===== config.mk =====
export PLATFORM = sky130hd
export DESIGN_NAME = tcw_queue
export DESIGN_NICKNAME = d
export VERILOG_FILES = /design/src/sv/tcw_pkg.sv /design/src/sv/tcw_queue.sv
export SDC_FILE = /design/constraint.sdc
export NUM_CORES = 1
export LEC_CHECK = 0
export BUFFER_PORTS_ARGS = -buffer_cell sky130_fd_sc_hd__buf_2
export CORE_UTILIZATION = 45
export DETAILED_ROUTE_END_ITERATION = 8
export PLACE_DENSITY = 0.7
export SYNTH_ARGS = -nofsm -noshare
export SYNTH_HDL_FRONTEND = slang
export SYNTH_SLANG_ARGS = --single-unit

===== constraint.sdc =====
create_clock -name i_clk -period 2.4 [get_ports i_clk]
set_clock_uncertainty 0.15 [all_clocks]
set_input_delay 0.48 -clock i_clk [delete_from_list [all_inputs] [get_ports i_clk]]
set_output_delay 0.48 -clock i_clk [all_outputs]
set_load 0.03 [all_outputs]

===== src/sv/tcw_pkg.sv =====
// Shared types, command codes and constants of the text console writer.
`default_nettype none

package tcw_pkg;

    localparam int DEF_COLUMNS = 80;
    localparam int DEF_ROWS    = 25;

    localparam int MAX_ROW_W   = 7;
    localparam int MAX_COL_W   = 8;
    localparam int QUEUE_DEPTH = 2;

    localparam logic [7:0]  NEWLINE_CHAR  = 8'd10;
    localparam logic [7:0]  BLANK_CHAR    = 8'h20;
    localparam logic [7:0]  DEFAULT_COLOR = 8'h07;
    localparam logic [15:0] BLANK_CELL    = {DEFAULT_COLOR, BLANK_CHAR};

    localparam logic [1:0] CMD_PUT    = 2'd0;
    localparam logic [1:0] CMD_READ   = 2'd1;
    localparam logic [1:0] CMD_CLEAR  = 2'd2;
    localparam logic [1:0] CMD_SETCUR = 2'd3;

    typedef enum logic [2:0] {
        OP_PUT       = 3'd0,
        OP_NEWLINE   = 3'd1,
        OP_READ      = 3'd2,
        OP_READ_NONE = 3'd3,
        OP_CLEAR     = 3'd4,
        OP_SETCUR    = 3'd5
    } t_op_kind;

    typedef struct packed {
        t_op_kind               kind;
        logic [7:0]             ch;
        logic [MAX_ROW_W-1:0]   row;
        logic [MAX_COL_W-1:0]   col;
    } t_op;

    typedef struct packed {
        logic [1:0] cmd;
        logic [7:0] char_code;
        logic [4:0] row_sel;
        logic [6:0] col_sel;
    } t_in_word;

    typedef struct packed {
        logic [4:0]  cursor_row;
        logic [6:0]  cursor_col;
        logic [10:0] cursor_location;
        logic [15:0] cell_data;
        logic        scrolled;
    } t_out_word;

endpackage

`default_nettype wire


===== src/sv/tcw_queue.sv =====
// Short operation queue between the front end and the back end.
`default_nettype none

module tcw_queue
    import tcw_pkg::*;
(
    input  wire logic i_clk,
    input  wire logic i_rst_n,
    input  wire logic i_push,
    input  wire t_op  i_op,
    output logic      o_ready,
    output logic      o_valid,
    output t_op       o_op,
    input  wire logic i_pop
);

    localparam int PW = (QUEUE_DEPTH > 1) ? $clog2(QUEUE_DEPTH) : 1;
    localparam int CNW = $clog2(QUEUE_DEPTH + 1);

    t_op            r_slot [QUEUE_DEPTH];
    logic [PW-1:0]  r_wp;
    logic [PW-1:0]  r_rp;
    logic [CNW-1:0] r_cnt;
    logic           do_push;
    logic           do_pop;

    assign o_ready = r_cnt != CNW'(QUEUE_DEPTH);
    assign o_valid = r_cnt != '0;
    assign o_op    = r_slot[r_rp];
    assign do_push = i_push && o_ready;
    assign do_pop  = i_pop && o_valid;

    always_ff @(posedge i_clk) begin
        if (!i_rst_n) begin
            r_wp  <= '0;
            r_rp  <= '0;
            r_cnt <= '0;
        end else begin
            if (do_push) begin
                r_wp <= (r_wp == PW'(QUEUE_DEPTH - 1)) ? '0 : r_wp + 1'b1;
            end
            if (do_pop) begin
                r_rp <= (r_rp == PW'(QUEUE_DEPTH - 1)) ? '0 : r_rp + 1'b1;
            end
            if (do_push && !do_pop) begin
                r_cnt <= r_cnt + 1'b1;
            end else if (do_pop && !do_push) begin
                r_cnt <= r_cnt - 1'b1;
            end
        end
    end

    always_ff @(posedge i_clk) begin
        if (do_push) begin
            r_slot[r_wp] <= i_op;
        end
    end

endmodule

`default_nettype wire


==> metrics.txt, run 1 <==
outcome finished, violations left; failing checks design-rule violations; global-route usage over all layers 15.4%; share of the synthesized area in the top cell type approximately three quarters; Placed Cells ~220; Final Hold Fails 0; CTS clk-pin slew, worst paths 0.07 ns; global route overflow 0; fill count 351; CP peak stage delay 0.36 ns; Syn Std Cell Area approximately 0.0021 mm2; post-CTS setup buffers 0; RSZ-0062 raised after global routing no; Antenna Nets Post-Route 0; vias per inst about 4.8; Initial Util 47.5%; Crit Path Category reg -> out; clk buf depth 2; I/O Pins 58; fin cells approximately 230; fmax 493 MHz; Post-Syn Nets 136; Synth area leader edfxtp_1; Synth Register Bits 57; average size of a mapped cell 20.1 um2; share of layout cells above drive strength 1 58.9%; VDD IR max 744 uV; critical path cell sequence buf_4, mux2_2, buf_2; CP max-delay cell mux2_2; TNS Setup 0 ns; pwr dens 1150 mW/mm2; crit end category output port; Core ar. 0.00444 mm2; Crit Path Max Fanout 13; Ys Warns 0; Die Wd 70.5 um; CTS tree built; post-cts sizing count 0; worst-margin pin slew 0.347 ns; routed len/inst approximately 15 um; Leak between 0.001 and 0.0015 uW; Slew headroom 76.8%; largest net degree at the start of global routing 27; cell row count 24; crit path DAT 1.40 ns; hold_buf cts 0; routed vias 1,118; nets 206; GPL Wtd Cong 0.665; Final setup viols 0; Max Cap Viol 0; Die ar. 0.00497 mm2; number of global-route vias before repair 1,272; DR iter-0 viols 80; first-pass GRT wire length 5580 um; Netlist cell types 19; Final Cycle Share 84.6%; CP required between 1.5 and 2 ns; WL final between 3000 and 4000 um; Final HPWL DP 2370 um; worst hold path class in -> reg; drt drc 11; WHS 0.194 ns; Post-Place Worst Slack 0.616 ns; root buf cell clkbuf_8; Final Max Slew Viols 0; CTS Sinks 57; worst-skew pair later-pin latency 0.32 ns; die span in y around 71 um; Synth-to-Final Area Change 26.4%; DR pass1 iterations 6; initial antenna violation count 0; number of port buffers 57; CTS Buf Count 9; final worst setup slack between 0.3 and 0.4 ns; synthesized instance count ~110; Worst Setup Start Kind flop; H-tree lvl count 3; Final Util between 60% and 70%; minimum clock period 2.03 ns; Area contributors post-synth edfxtp_1 74%, mux2_2 14%, dfxtp_1 4.7%, and2_1 1.2%, xnor2_1 0.83%; sequential-to-total area share from yosys stat 78.7%; ANT cells 0
## per-layer routing
metal	wire (um)	GRT usage (%)
met4	44	6.12
met3	221	7.36
met2	1840	27.0
met5	0	0
met1	1350	15.8
## layout make-up
type	instances	area (um2)	share of cell area (%)
timing repair buffer	62	323	12.1
inverter	1	3.75	0.141
multi-input combinational	44	432	16.2
clock inverter	7	61.3	2.30
clock buffer	9	124	4.64
sequential	57	1660	62.2
tap	52	65.1	2.44
## cells in the final DEF, fill, tap and decap left out, drive strengths merged, types with 2 or more instances in the layout
cell / instances
a21boi: 2
buf: 62
mux2: 26
dfxtp: 5
o21ai: 2
xnor2: 2
edfxtp: 52
clkinv: 5
and2: 4
clkbuf: 9
## critical path, delay by kind of cell (launching register included)
family	cells	cell delay (ns)
mux	1	0.36
buf+inv	2	0.39
flops	1	0.33
## cell usage after synthesis
master,n
edfxtp_1,52
mux2_2,26
dfxtp_1,5
and2_1,4
buf_2,3
xnor2_1,2
a21bo_2,1
a21boi_0,1
a21boi_1,1
and3_1,1
ha_1,1
inv_1,1
nand2b_4,1
nand3b_1,1
o21ai_0,1
o21ai_1,1
or2_2,1
or3_1,1
xor2_1,1
## state kept, by name, indices dropped and copies added (netlist names), named ones only
signal and count:
r_cnt 2, r_rp 1, r_slot 52, r_wp 1
## path summary, 6_finish.rpt
kind | slack, ns | endpoint | depth (start not counted) | start
setup / recovery | 0.37 | o_op[0] | 3 | flop
hold / removal | 0.19 | r_slot[0][1] | 1 | i_op[1]
setup reg to reg | 0.67 | r_cnt[1] | 5 | r_cnt[0]
hold reg to reg | 0.42 | r_cnt[1] | 2 | r_cnt[1]
## power by group
| part | total, uW | switching, uW | internal [uW] | leakage [uW] |
|---|---|---|---|---|
| registers | 1300 | 51.0 | 1250 | 0.000527 |
| clock network | 824 | 357 | 467 | 0.0000962 |
| logic | 951 | 585 | 366 | 0.000408 |
| total | 3070 | 993 | 2080 | 0.00103 |
## stage by stage
stage | instance area [um2] | total power [uW]
after CTS | 2670 | 3110
after floorplan | 2110 | 2020
after detailed placement | 2480 | 2280
final | 2670 | 3070
after global placement | 2480 | 2250
after global routing | 2670 | 3210
## cell families (layout without fill, tap and decap cells)
logic type / Yosys count / after routing / synth area share (%)
AO/OA/AOI/OAI: 5 / 5 / 1.66
XOR/XNOR: 3 / 3 / 1.24
adder cells (fa/ha/maj): 1 / 1 / 0.592
buffers and inverters: 4 / 79 / 0.888
flip-flops: 57 / 57 / 78.7
multiplexers: 26 / 26 / 13.9
AND/OR/NAND/NOR: 9 / 9 / 3.08
No activity file was read; power rests on OpenSTA's default activity.
==> run 2: changes to the inputs <==
==> constraint.sdc (replaced) <==
create_clock -name i_clk -period 2 [get_ports i_clk]
set_clock_uncertainty 0.15 [all_clocks]
set_input_delay 0.4 -clock i_clk [delete_from_list [all_inputs] [get_ports i_clk]]
set_output_delay 0.4 -clock i_clk [all_outputs]
set_load 0.03 [all_outputs]
==> run 2 against run 1 <==
The run still ends with design-rule violations left. Count of clock-buffer cells in the layout unchanged. Hold slack worse by 0.074 ns. Sequential share of layout area increased by 0.40 points. Setup slack got worse by 0.30 ns. Cell area fell by 0.56%. Largest cell class unchanged.
==> metrics.txt, run 2 (synthesis results as in run 1) <==
CTS Sinks 57; clk buf depth 2; H-tree lvl count 3; multi-input gate area in the final layout 432 um2; first-pass GRT wire length 5420 um; worst hold path class in -> reg; routed vias 1,126; Worst Setup Start Kind flop; biggest regs r_slot (52), r_cnt (2); Crit Path Category reg -> out; max FFs per register 52; crit path DAT 1.38 ns; Final Max Slew Viols 0; Final Cycle Share 96.5%; Post-Place Worst Slack ~0.24 ns; largest net degree at the start of global routing 27; Final setup viols 0; ANT cells 0; nets 207; TNS Setup 0 ns; Synth-to-Final Area Change 25.7%; Die Wd approximately 71 um; DR iter-0 viols 63; initial antenna violation count 0; Crit Path Max Fanout 12; Reg area 0.00166 mm2; fill count 347; number of global-route vias before repair 1,229; routed len/inst 14.9 um; root buf cell clkbuf_8; outcome finished, violations left; Max Cap Viol 0; fmax 518 MHz; cell row count 24; GPL Wtd Cong around 0.66; RSZ-0062 raised after global routing yes; worst-margin pin slew ~0.36 ns; drt drc 10; worst-skew pair later-pin latency 0.31 ns; Initial Util 47.5%; DR pass1 iterations 5; Final Hold Fails 0; Final HPWL DP between 2000 and 2500 um; minimum clock period ~1.9 ns; Top reg by flops r_slot; Core ar. about 0.0044 mm2; crit end category output port; share of layout cells above drive strength 1 approximately 58%; VDD IR max roughly 940 uV; CTS tree built; die span in y ~71 um; CP required ~1.5 ns; pwr dens 1340 mW/mm2; final worst setup slack between 0.06 and 0.07 ns; Antenna Nets Post-Route 0; failing checks design-rule violations; CTS clk-pin slew, worst paths roughly 0.060 ns; WL final 3460 um; I/O Pins 58; number of port buffers 57; global-route usage over all layers 15.1%; vias per inst 4.85; global route overflow 0; Leak 0.00102 uW; Die ar. around 0.0050 mm2; hold_buf cts 0; CTS Buf Count 9; most frequent cells in the layout 57 x buf_2, 52 x edfxtp_1, 26 x mux2_2; commonest non-fill, non-tap cell in the layout buf_2; Slew headroom 76.2%
## run 2: where the power goes
group | internal, uW | switching [uW]
clock | 421 | 397
sequential | 1500 | 68.9
combinational | 463 | 708
total | 2380 | 1170
## run 2: critical path: stages (launching register included)
cell and delay [ns]:
dfxtp_2 0.38, buf_8 0.16, mux2_2 0.35, buf_2 0.18
## run 2: final timing paths
kind	from	to	slack, ns	cells past startpoint
hold / removal	i_op[24]	r_slot[0][24]	0.12	1
hold reg to reg	r_cnt[1]	r_cnt[1]	0.41	2
setup reg to reg	r_cnt[0]	r_cnt[1]	0.23	5
setup / recovery	flop	o_op[0]	0.07	3
## run 2: timing repair
| action | 4_1_cts | 5_1_grt |
|---|---|---|
| gates resized for setup | 0 | 6 |
| endpoints found under the setup margin | 0 | 25 |
| setup buffers | 0 | 0 |
| hold endpoints to repair | 0 | 0 |
## run 2: per-stage QoR
stage | instance area (um2) | utilization (%) | hold slack, ns | power [uW] | cells
after floorplan | 2110 | - | 0.349 | 2420 | 105
after global placement | 2480 | 55.9 | 0.373 | 2700 | 216
after detailed placement | 2480 | 55.9 | 0.411 | 2740 | 216
after CTS | 2640 | 59.3 | 0.102 | 3570 | 231
after global routing | 2660 | 59.7 | 0.0957 | 3730 | 232
final | 2660 | 59.7 | 0.119 | 3560 | 232
## run 2: final cells by class
class,count,share of cell area [%]
Clock buffer,9,4.67
Timing Repair Buffer,63,12.9
Clock inverter,6,0.990
Tap cell,52,2.45
Multi-Input combinational cell,44,16.3
Inverter,1,0.141
Sequential cell,57,62.6
## run 2: routing by layer
metal	track usage [%]	vias up	wire, um
met5	0	-	0
met4	10.2	0	55
met3	5.05	8	197
met2	26.3	34	1750
met1	15.4	533	1450
li1	-	551	-
