--- src/sv/tcw_pkg.sv ---
// Shared types, command codes and constants of the text console writer.
`default_nettype none

package tcw_pkg;

    localparam int DEF_COLUMNS = 80;
    localparam int DEF_ROWS    = 25;

    localparam int MAX_ROW_W   = 7;
    localparam int MAX_COL_W   = 8;
    localparam int QUEUE_DEPTH = 2;

    localparam logic [7:0]  NEWLINE_CHAR  = 8'd10;
    localparam logic [7:0]  BLANK_CHAR    = 8'h20;
    localparam logic [7:0]  DEFAULT_COLOR = 8'h07;
    localparam logic [15:0] BLANK_CELL    = {DEFAULT_COLOR, BLANK_CHAR};

    localparam logic [1:0] CMD_PUT    = 2'd0;
    localparam logic [1:0] CMD_READ   = 2'd1;
    localparam logic [1:0] CMD_CLEAR  = 2'd2;
    localparam logic [1:0] CMD_SETCUR = 2'd3;

    typedef enum logic [2:0] {
        OP_PUT       = 3'd0,
        OP_NEWLINE   = 3'd1,
        OP_READ      = 3'd2,
        OP_READ_NONE = 3'd3,
        OP_CLEAR     = 3'd4,
        OP_SETCUR    = 3'd5
    } t_op_kind;

    typedef struct packed {
        t_op_kind               kind;
        logic [7:0]             ch;
        logic [MAX_ROW_W-1:0]   row;
        logic [MAX_COL_W-1:0]   col;
    } t_op;

    typedef struct packed {
        logic [1:0] cmd;
        logic [7:0] char_code;
        logic [4:0] row_sel;
        logic [6:0] col_sel;
    } t_in_word;

    typedef struct packed {
        logic [4:0]  cursor_row;
        logic [6:0]  cursor_col;
        logic [10:0] cursor_location;
        logic [15:0] cell_data;
        logic        scrolled;
    } t_out_word;

endpackage

`default_nettype wire

--- src/sv/tcw_front.sv ---
// Front end: accepts input words and classifies them into operations.
`default_nettype none

module tcw_front
    import tcw_pkg::*;
#(
    parameter int COLUMNS = DEF_COLUMNS,
    parameter int ROWS    = DEF_ROWS
) (
    input  wire logic     i_clk,
    input  wire logic     i_rst_n,
    input  wire logic     i_in_valid,
    output logic          o_in_stall,
    input  wire t_in_word i_in_word,
    input  wire logic     i_init_busy,
    output logic          o_push,
    output t_op           o_op,
    input  wire logic     i_q_ready
);

    logic r_valid;
    t_op  r_op;
    t_op  op_class;
    logic accept;
    logic row_ok;
    logic col_ok;

    assign row_ok = int'(i_in_word.row_sel) < ROWS;
    assign col_ok = int'(i_in_word.col_sel) < COLUMNS;

    always_comb begin
        op_class.kind = OP_PUT;
        op_class.ch   = i_in_word.char_code;
        op_class.row  = MAX_ROW_W'(i_in_word.row_sel);
        op_class.col  = MAX_COL_W'(i_in_word.col_sel);
        unique case (i_in_word.cmd)
            CMD_PUT: begin
                op_class.kind = (i_in_word.char_code == NEWLINE_CHAR) ? OP_NEWLINE : OP_PUT;
            end
            CMD_READ: begin
                op_class.kind = (row_ok && col_ok) ? OP_READ : OP_READ_NONE;
            end
            CMD_CLEAR: begin
                op_class.kind = OP_CLEAR;
            end
            CMD_SETCUR: begin
                op_class.kind = OP_SETCUR;
                if (!row_ok) begin
                    op_class.row = MAX_ROW_W'(ROWS - 1);
                end
                if (!col_ok) begin
                    op_class.col = MAX_COL_W'(COLUMNS - 1);
                end
            end
            default: begin
                op_class.kind = OP_PUT;
            end
        endcase
    end

    assign o_in_stall = i_init_busy || (r_valid && !i_q_ready);
    assign accept     = i_in_valid && !o_in_stall;
    assign o_push     = r_valid;
    assign o_op       = r_op;

    always_ff @(posedge i_clk) begin
        if (!i_rst_n) begin
            r_valid <= 1'b0;
        end else if (accept) begin
            r_valid <= 1'b1;
        end else if (r_valid && i_q_ready) begin
            r_valid <= 1'b0;
        end
    end

    always_ff @(posedge i_clk) begin
        if (accept) begin
            r_op <= op_class;
        end
    end

endmodule

`default_nettype wire

--- config.mk ---
export PLATFORM = sky130hd
export DESIGN_NAME = tcw_front
export DESIGN_NICKNAME = d
export VERILOG_FILES = /design/src/sv/tcw_pkg.sv /design/src/sv/tcw_front.sv
export SDC_FILE = /design/constraint.sdc
export NUM_CORES = 1
export LEC_CHECK = 0
export BUFFER_PORTS_ARGS = -buffer_cell sky130_fd_sc_hd__clkbuf_2
export CAP_MARGIN = 0
export CORE_AREA = 2 2 76 49
export DETAILED_ROUTE_END_ITERATION = 6
export DIE_AREA = 0 0 78 51
export PLACE_DENSITY = 0.63
export RECOVER_POWER = 100
export SYNTH_ARGS = -nofsm -noshare
export SYNTH_HDL_FRONTEND = slang
export SYNTH_SLANG_ARGS = --single-unit
--- constraint.sdc ---
create_clock -name i_clk -period 2.15 [get_ports i_clk]
set_input_delay 0.3225 -clock i_clk [delete_from_list [all_inputs] [get_ports i_clk]]
set_output_delay 0.3225 -clock i_clk [all_outputs]
set_load 0.01 [all_outputs]
==> results.py, run 1 <==
metrics = {
    "power": {
        "power.density_nw_per_um2": 728,
        "p_total_mw": 0.887,
        "p_leak_nw": 0.424,
        "peakVddDrop_mv": 0.258,
        "clkPwrFrac_pct": 29.2,
        "switching_share_pct": 21.2,
        "power.internal_mw": 0.699,
        "power_frac_comb_pct": 9.6,
        "switchingPower_mw": 0.188,
        "seq_power_share_pct": 61.2,
    },
    "yosys": {
        "yosysTopAreaCellShare_pct": 73.7,
        "yosysTopAreaCell": "edfxtp_1",
        "ys_seq_elements": 24,
        "synth_area_um2": 937,
        "synth_cell_types": 18,
        "synth.yosys.warnings": 0,
        "synth_area_leaders": "edfxtp_1 74%, nand2b_1 4.7%, and2_1 3.3%",
        "syn_avg_cell_area_um2": 16.2,
        "syn_inst": 58,
        "ys_seq_area_share_pct": 75.8,
    },
    "placed_design": {
        "port_buffers": 51,
        "gp_congestion": 0.708,
        "hpwl_mm": 1.48,
    },
    "min_path": {
        "whs_path_depth": 1,
        "min-delay-start": "i_in_word[14]",
        "hold_path.class": "in -> reg",
        "whs_endpoint": "o_op[17]",
    },
    "worst_setup_path": {
        "cp.required_ns": 2.10,
        "r2r-end": "o_op[23]",
        "critPathCaptureType": "flip-flop",
        "worstReg2RegStart": "o_push",
        "critPathKind": "reg -> reg",
        "crit_fanout": 17,
        "start_kind": "flip-flop",
        "cp.arrival_ns": 1.52,
        "reg2reg_depth": 3,
        "reg2reg_slack_ns": 0.58,
    },
    "sta": {
        "fin_crit_sh_pct": 73.0,
        "setup_viol": 0,
        "drv_slew": 0,
        "clock.fmax_mhz": 637,
        "tightest_slew_ns": 0.574,
        "finalCriticalPeriod_ns": 1.57,
        "hold_viol": 0,
        "slew_headroom_pct": 61.7,
        "rsz0062_at_grt": "no",
        "final.setup.tns_ns": 0,
        "skew_ns": 0.00612,
    },
    "drt": {
        "drt-initial-drc-count": 50,
        "drc": 0,
        "routed_wl_mm": 1.81,
        "drtPass1Iterations": 4,
        "routedWlPerCell_um": 11.6,
        "drtAntennaViolNets": 0,
        "num_vias": 644,
        "vias_per_cell": 4.13,
    },
    "run_status": {
        "status": "finished clean",
    },
    "flow_run": {
        "max-cap-violations": 0,
    },
    "clocking": {
        "insertion_delay_ns": 0.26,
        "post_cts_buffers": 0,
        "cts-root-buf": "clkbuf_8",
        "numCtsBuffers": 3,
        "cts.clk_slew.worst_paths_ns": 0.08,
        "h-tree-depth": 1,
        "cts_tree": "done",
        "clockBufferDepth": 2,
        "cts_hold_buffers": 0,
        "post_cts_resized": 0,
        "clock-sinks": 24,
    },
    "final_layout": {
        "drive_gt1_share_pct": 19.3,
        "nets": 137,
        "area_growth_pct": 30.0,
        "antenna_cells": 0,
        "final_util_pct": 35.8,
    },
    "global_route": {
        "overflow": 0,
        "grtUsageTotal_pct": 9.34,
        "grt_pass1_vias": 609,
        "grt_pass1_wl_mm": 2.78,
        "grt_max_degree": 18,
        "antenna_found_initial": 0,
    },
    "floorplanning": {
        "die_h_um": 51,
        "coreArea_um2": 3400,
        "rows": 17,
        "die-area_um2": 3980,
        "io_pins": 55,
        "dieWidth_um": 78,
        "start_util_pct": 27.5,
    },
}
[Yosys cell counts (all sizes together)]
cell type	n
edfxtp	23
o21bai	1
nand4	3
a21boi	1
nand2	1
nor4	1
conb	1
or3	1
and2	5
dfxtp	1
o211ai	1
nand2b	7
nor2b	2
clkbuf	4
nor4b	1
nand4b	1
buf	3
nand3	1
[per-stage QoR]
step                setup WS, ns  hold WS (ns)  area, µm²  instances
global route               0.434         0.237       1220        156
global placement           0.658         0.515       1230        152
floorplan                  0.221         0.421        945         60
CTS                        0.736         0.246       1280        156
finish                     0.580         0.249       1220        156
detailed placement         0.629         0.520       1230        152
[cells by family (layout without fill, tap and decap cells)]
kind of cell           after synthesis  after routing  synth area share, %
DFF                                 24             24                 75.8
and+or+nand+nor                     23             23                 16.2
buffers and inverters                7             56                 4.00
AOI/OAI and AO/OA                    3              3                 3.61
other                                1              3                0.400
[worst max-delay path, cell delays in order (launching register included)]
cell      delay (ns)
dfxtp_1         0.32
nand2b_1        0.10
nor2b_1         0.50
buf_4           0.35
[routing by layer]
metal / global-route usage (%) / vias to the layer above / routed length (µm)
met5: 0 / - / 0
met4: 4.39 / 0 / 27
met3: 4.42 / 2 / 194
met2: 14.9 / 34 / 833
met1: 10.7 / 301 / 757
li1: - / 307 / -
[flip-flops by register name, indices dropped and copies added (netlist names)]
signal,cells
o_op,23
o_push,1
[how the worst max path moves through the flow]
stage,startpoint,end,cells past startpoint
2_1_floorplan,i_init_busy,o_op[0],2
3_3_place_gp,i_init_busy,o_op[1],4
3_5_place_dp,i_init_busy,o_op[1],4
4_1_cts,o_push,o_op[10],3
5_1_grt,o_push,o_op[23],3
6_report,o_push,o_op[23],3
[layout by cell type (no fill, tap or decap)]
| master | instances |
|---|---|
| nand4_1 | 3 |
| nand4b_1 | 1 |
| nand2_1 | 1 |
| o21bai_1 | 1 |
| clkbuf_1 | 35 |
| nor4_1 | 1 |
| buf_4 | 1 |
| or3_1 | 1 |
| nand2b_1 | 7 |
| nor2b_1 | 2 |
| a21boi_0 | 1 |
| edfxtp_1 | 23 |
| dfxtp_1 | 1 |
| clkbuf_2 | 16 |
| clkbuf_8 | 3 |
| nand3_1 | 1 |
| and2_0 | 4 |
| conb_1 | 3 |
| o211ai_1 | 1 |
| and2_1 | 1 |
| nor4b_2 | 1 |
| clkinv_1 | 1 |
[power groups by stage]
stage	Combinational, mW	Clock [mW]	Sequential (mW)
2_1_floorplan	0.0330	0	0.565
3_3_place_gp	0.0951	0	0.554
3_5_place_dp	0.0971	0	0.553
4_1_cts	0.0974	0.263	0.543
5_1_grt	0.0948	0.283	0.545
6_report	0.0854	0.259	0.542
[layout make-up]
class	instances	area, µm²
clock buffers	3	41.3
flip-flops and latches	24	711
fillers	364	2180
multi-input cells	29	185
repair buffers	52	219
clock inverters	1	3.75
well taps	47	58.8
Note: power is estimated with default switching activity, not from simulation.
==> run 2, diff against run 1 <==
- clock period: 2.15 -> 1.53 ns (I/O delays scaled with it)
==> results.py, run 2 (synthesis results as in run 1) <==
metrics = {
    "run_status": {
        "status": "finished clean",
    },
    "drt": {
        "vias_per_cell": 4.01,
        "drt-initial-drc-count": 18,
        "drtAntennaViolNets": 0,
        "num_vias": 625,
        "drtPass1Iterations": 4,
        "drc": 0,
        "routedWlPerCell_um": 11.6,
        "routed_wl_mm": 1.81,
    },
    "flow_run": {
        "max-cap-violations": 0,
    },
    "clocking": {
        "post_cts_buffers": 0,
        "cts_hold_buffers": 0,
        "post_cts_resized": 0,
        "h-tree-depth": 1,
        "clockBufferDepth": 2,
        "cts.clk_slew.worst_paths_ns": 0.09,
        "cts-root-buf": "clkbuf_8",
        "clock-sinks": 24,
        "cts_tree": "done",
        "insertion_delay_ns": 0.27,
        "numCtsBuffers": 3,
    },
    "floorplanning": {
        "io_pins": 55,
        "start_util_pct": 27.5,
        "coreArea_um2": 3400,
        "die_h_um": 51,
        "dieWidth_um": 78,
        "rows": 17,
        "die-area_um2": 3980,
    },
    "worst_setup_path": {
        "critPathKind": "reg -> reg",
        "start_kind": "flip-flop",
        "crit_path_start": "o_push",
        "cp.required_ns": 1.50,
        "crit_fanout": 23,
        "reg2reg_slack_ns": 0.38,
        "reg2reg_depth": 3,
        "endpoint": "o_op[16]",
        "r2r-end": "o_op[16]",
        "worstReg2RegStart": "o_push",
        "critPathCaptureType": "flip-flop",
        "cp.arrival_ns": 1.12,
    },
    "sta": {
        "finalCriticalPeriod_ns": 1.15,
        "hold_viol": 0,
        "rsz0062_at_grt": "no",
        "final.setup.tns_ns": 0,
        "drv_slew": 0,
        "skew_ns": 0.0123,
        "clock.fmax_mhz": 869,
        "setup_viol": 0,
        "fin_crit_sh_pct": 75.2,
    },
    "placed_design": {
        "port_buffers": 51,
        "gp_congestion": 0.681,
        "dp_cells": 152,
        "hpwl_mm": 1.39,
    },
    "final_layout": {
        "final_util_pct": 36.8,
        "drive_gt1_share_pct": 19.3,
        "seq_area_um2": 711,
        "nets": 137,
        "finalNonFillerCells": 156,
        "num-fill-cells": 353,
        "final_common_cell": "clkbuf_1",
        "layout_common_cells": "35 x clkbuf_1, 23 x edfxtp_1, 16 x clkbuf_2, 7 x nand2b_1, 4 x and2_0",
        "antenna_cells": 0,
        "area_growth_pct": 33.5,
        "multiInputGateArea_um2": 179,
        "largest_reg_flops": 23,
    },
    "global_route": {
        "antenna_found_initial": 0,
        "grt_pass1_vias": 574,
        "grtUsageTotal_pct": 9.20,
        "grt_pass1_wl_mm": 2.70,
        "grt_max_degree": 24,
        "overflow": 0,
    },
    "power": {
        "p_leak_nw": 0.439,
        "power.density_nw_per_um2": 1140,
        "peakVddDrop_mv": 0.479,
    },
    "min_path": {
        "hold_path.class": "in -> reg",
    },
}
-- run 2: critical path, cell delays in order, from the launching register on --
cell and delay, ns:
dfxtp_1 0.31, nand2b_1 0.10, nor2b_1 0.23, buf_12 0.21
-- run 2: through the flow --
step	hold WS (ns)	cell area, µm²	power [mW]	setup slack (ns)
floorplan	0.328	947	0.841	0.0467
global placement	0.426	1240	0.914	0.412
detailed placement	0.426	1240	0.918	0.395
CTS	0.141	1320	1.46	0.393
global route	0.133	1250	1.49	0.308
finish	0.148	1250	1.43	0.380
-- run 2: how the worst min path moves through the flow --
stage / cells past startpoint / slack [ns] / from / endpoint
global placement: 1 / 0.43 / i_in_word[18] / o_op[21]
global route: 1 / 0.13 / i_in_word[14] / o_op[17]
detailed placement: 1 / 0.43 / i_in_word[14] / o_op[17]
CTS: 1 / 0.14 / i_in_word[14] / o_op[17]
finish: 1 / 0.15 / i_in_word[14] / o_op[17]
floorplan: 0 / 0.33 / i_in_word[12] / o_op[15]
-- run 2: cell type report --
cell class                 count  share of cell area, %
clock buffer                   3                   3.30
clock inverter                 1                   2.40
multi-input combinational     29                   14.3
sequential                    24                   56.8
tap                           47                   4.70
timing repair buffer          52                   18.5
-- run 2: power breakdown --
part / switching, mW / total, mW / internal, mW
clock network: 0.194 / 0.544 / 0.349
logic: 0.0708 / 0.122 / 0.0513
registers: 0.00729 / 0.762 / 0.755
-- run 2: routing by layer --
layer	wire length (µm)	vias to the layer above	track usage (%)	part of all wire [%]
met4	0	0	0	0
met1	736	290	11.5	41
met3	160	0	4.42	8.8
met5	0	-	0	0
met2	911	30	15.7	50
li1	-	305	-	-
==> run 3, diff against run 2 <==
- ABC_AREA: default -> 1
- clock period: 1.53 -> 1.13 ns (I/O delays scaled with it)
==> results.py, run 3 <==
metrics = {
    "run_status": {
        "status": "finished clean",
    },
    "worst_setup_path": {
        "crit_fanout": 23,
        "reg2reg_depth": 4,
        "cp.required_ns": 1.10,
        "critPathCaptureType": "flip-flop",
        "start_kind": "flip-flop",
        "worstReg2RegStart": "o_push",
        "r2r-end": "o_op[18]",
        "critPathKind": "reg -> reg",
        "reg2reg_slack_ns": 0.04,
        "cp.arrival_ns": 1.06,
    },
    "clocking": {
        "clockBufferDepth": 2,
        "clock-sinks": 24,
        "post_cts_resized": 0,
        "h-tree-depth": 1,
        "cts_tree": "done",
        "numCtsBuffers": 3,
        "cts_hold_buffers": 0,
        "insertion_delay_ns": 0.26,
        "cts.clk_slew.worst_paths_ns": 0.08,
        "cts-root-buf": "clkbuf_8",
        "post_cts_buffers": 0,
    },
    "final_layout": {
        "largest_reg_flops": 23,
        "num-fill-cells": 377,
        "layout_common_cells": "36 x clkbuf_1, 23 x edfxtp_1, 16 x inv_1, 14 x clkbuf_2, 13 x nand2_1",
        "final_common_cell": "clkbuf_1",
        "drive_gt1_share_pct": 18.0,
        "nets": 161,
        "seq_area_um2": 712,
        "area_growth_pct": 36.5,
        "antenna_cells": 0,
        "multiInputGateArea_um2": 168,
    },
    "yosys": {
        "ys_seq_area_share_pct": 74.3,
        "syn_avg_cell_area_um2": 11.7,
        "synth.yosys.warnings": 0,
        "synth_area_leaders": "edfxtp_1 72%, inv_1 6.7%, nand2_1 5.1%",
        "synth_flop_cell": "edfxtp_1",
        "synth_cell_types": 14,
        "syn_inst": 82,
        "synthArstFlopShare_pct": 0,
        "synth_area_um2": 956,
        "synth_edf_count": 23,
        "synth.top_cells.by_count": "23 x edfxtp_1, 17 x inv_1, 13 x nand2_1",
        "yosysTopAreaCellShare_pct": 72.3,
        "yosysTopAreaCell": "edfxtp_1",
        "synth.most_common_cell": "edfxtp_1",
        "ys_seq_elements": 24,
    },
    "floorplanning": {
        "coreArea_um2": 3400,
        "io_pins": 55,
        "start_util_pct": 28.1,
        "dieWidth_um": 78,
        "rows": 17,
        "die_h_um": 51,
        "die-area_um2": 3980,
    },
    "placed_design": {
        "gp_congestion": 0.684,
        "port_buffers": 51,
        "dp_slack_ns": 0.0656,
        "hpwl_mm": 1.48,
    },
    "global_route": {
        "antenna_found_initial": 0,
        "grtUsageTotal_pct": 9.64,
        "overflow": 0,
        "grt_pass1_vias": 641,
        "grt_max_degree": 24,
        "grt_pass1_wl_mm": 2.79,
    },
    "power": {
        "power.density_nw_per_um2": 1490,
        "p_leak_nw": 0.550,
        "peakVddDrop_mv": 0.549,
    },
    "sta": {
        "final.setup.tns_ns": 0,
        "timing.hold.ws_ns": 0.0866,
        "skew_ns": 0.00122,
        "fin_crit_sh_pct": 96.7,
        "setup_viol": 0,
        "worst_slack_ns": 0.0374,
        "rsz0062_at_grt": "yes",
        "drv_slew": 0,
        "hold_viol": 0,
        "clock.fmax_mhz": 915,
        "finalCriticalPeriod_ns": 1.09,
    },
    "drt": {
        "drt-initial-drc-count": 10,
        "drtAntennaViolNets": 0,
        "routedWlPerCell_um": 10.3,
        "num_vias": 706,
        "routed_wl_mm": 1.85,
        "drtPass1Iterations": 4,
        "vias_per_cell": 3.92,
        "drc": 0,
    },
    "min_path": {
        "min-delay-start": "i_rst_n",
        "whs_path_depth": 3,
        "whs_endpoint": "o_push",
        "hold_path.class": "in -> reg",
    },
    "flow_run": {
        "max-cap-violations": 0,
    },
}
## run 3: cell count changes in the layout (fill, tap and decap cells not counted), sizes merged, moves of 2 or more
cell and change:
inv +17, o21ai +2, nand2b -7, nand2 +12, nor2b -2, nand4 -2
and2 -5, nor2 +13
## run 3: report_power, final
part	internal, mW	switching (mW)	leakage (nW)
Combinational	0.0731	0.112	0.291
Sequential	1.02	0.0104	0.224
Clock	0.473	0.259	0.0357
## run 3: kinds of logic after synthesis
group / after synthesis / synth area share [%]
DFF: 24 / 74.3
AOI/OAI and AO/OA: 4 / 2.49
and+or+nand+nor: 29 / 12.2
buffers and inverters: 24 / 10.6
other: 1 / 0.392
## run 3: area by class of cell
type | count | share of cell area (%)
tap | 47 | 4.51
clock inverter | 1 | 2.30
timing repair buffer | 52 | 17.7
clock buffer | 3 | 3.16
sequential | 24 | 54.6
multi-input combinational | 36 | 12.8
inverter | 17 | 4.89
## run 3: worst max path at each step
stage	depth (start not counted)	end	start
2_1_floorplan	3	o_op[0]	o_push
4_1_cts	3	o_in_stall	o_push
3_3_place_gp	4	o_op[6]	i_init_busy
5_1_grt	3	o_in_stall	o_push
6_report	4	o_op[18]	o_push
3_5_place_dp	4	o_op[4]	o_push
## run 3: metal layers
| metal | routed length [µm] | track usage (%) |
|---|---|---|
| met2 | 871 | 16.8 |
| met4 | 33 | 4.39 |
| met1 | 741 | 9.90 |
| met5 | 0 | 0 |
| met3 | 203 | 4.77 |
## run 3: critical path, cell delays in order (launching register included)
cell and delay [ns]:
dfxtp_2 0.33, inv_2 0.07, o21bai_4 0.07, nor2_4 0.12
buf_8 0.20
## run 3: per-stage QoR
step	std cells	cell area, µm²	total power [mW]	utilization (%)
6_report	180	1310	1.95	38.3
4_1_cts	180	1350	1.99	39.7
3_3_place_gp	176	1280	1.25	37.6
5_1_grt	180	1310	2.04	38.3
3_5_place_dp	176	1280	1.26	37.6
2_1_floorplan	84	983	1.15	-
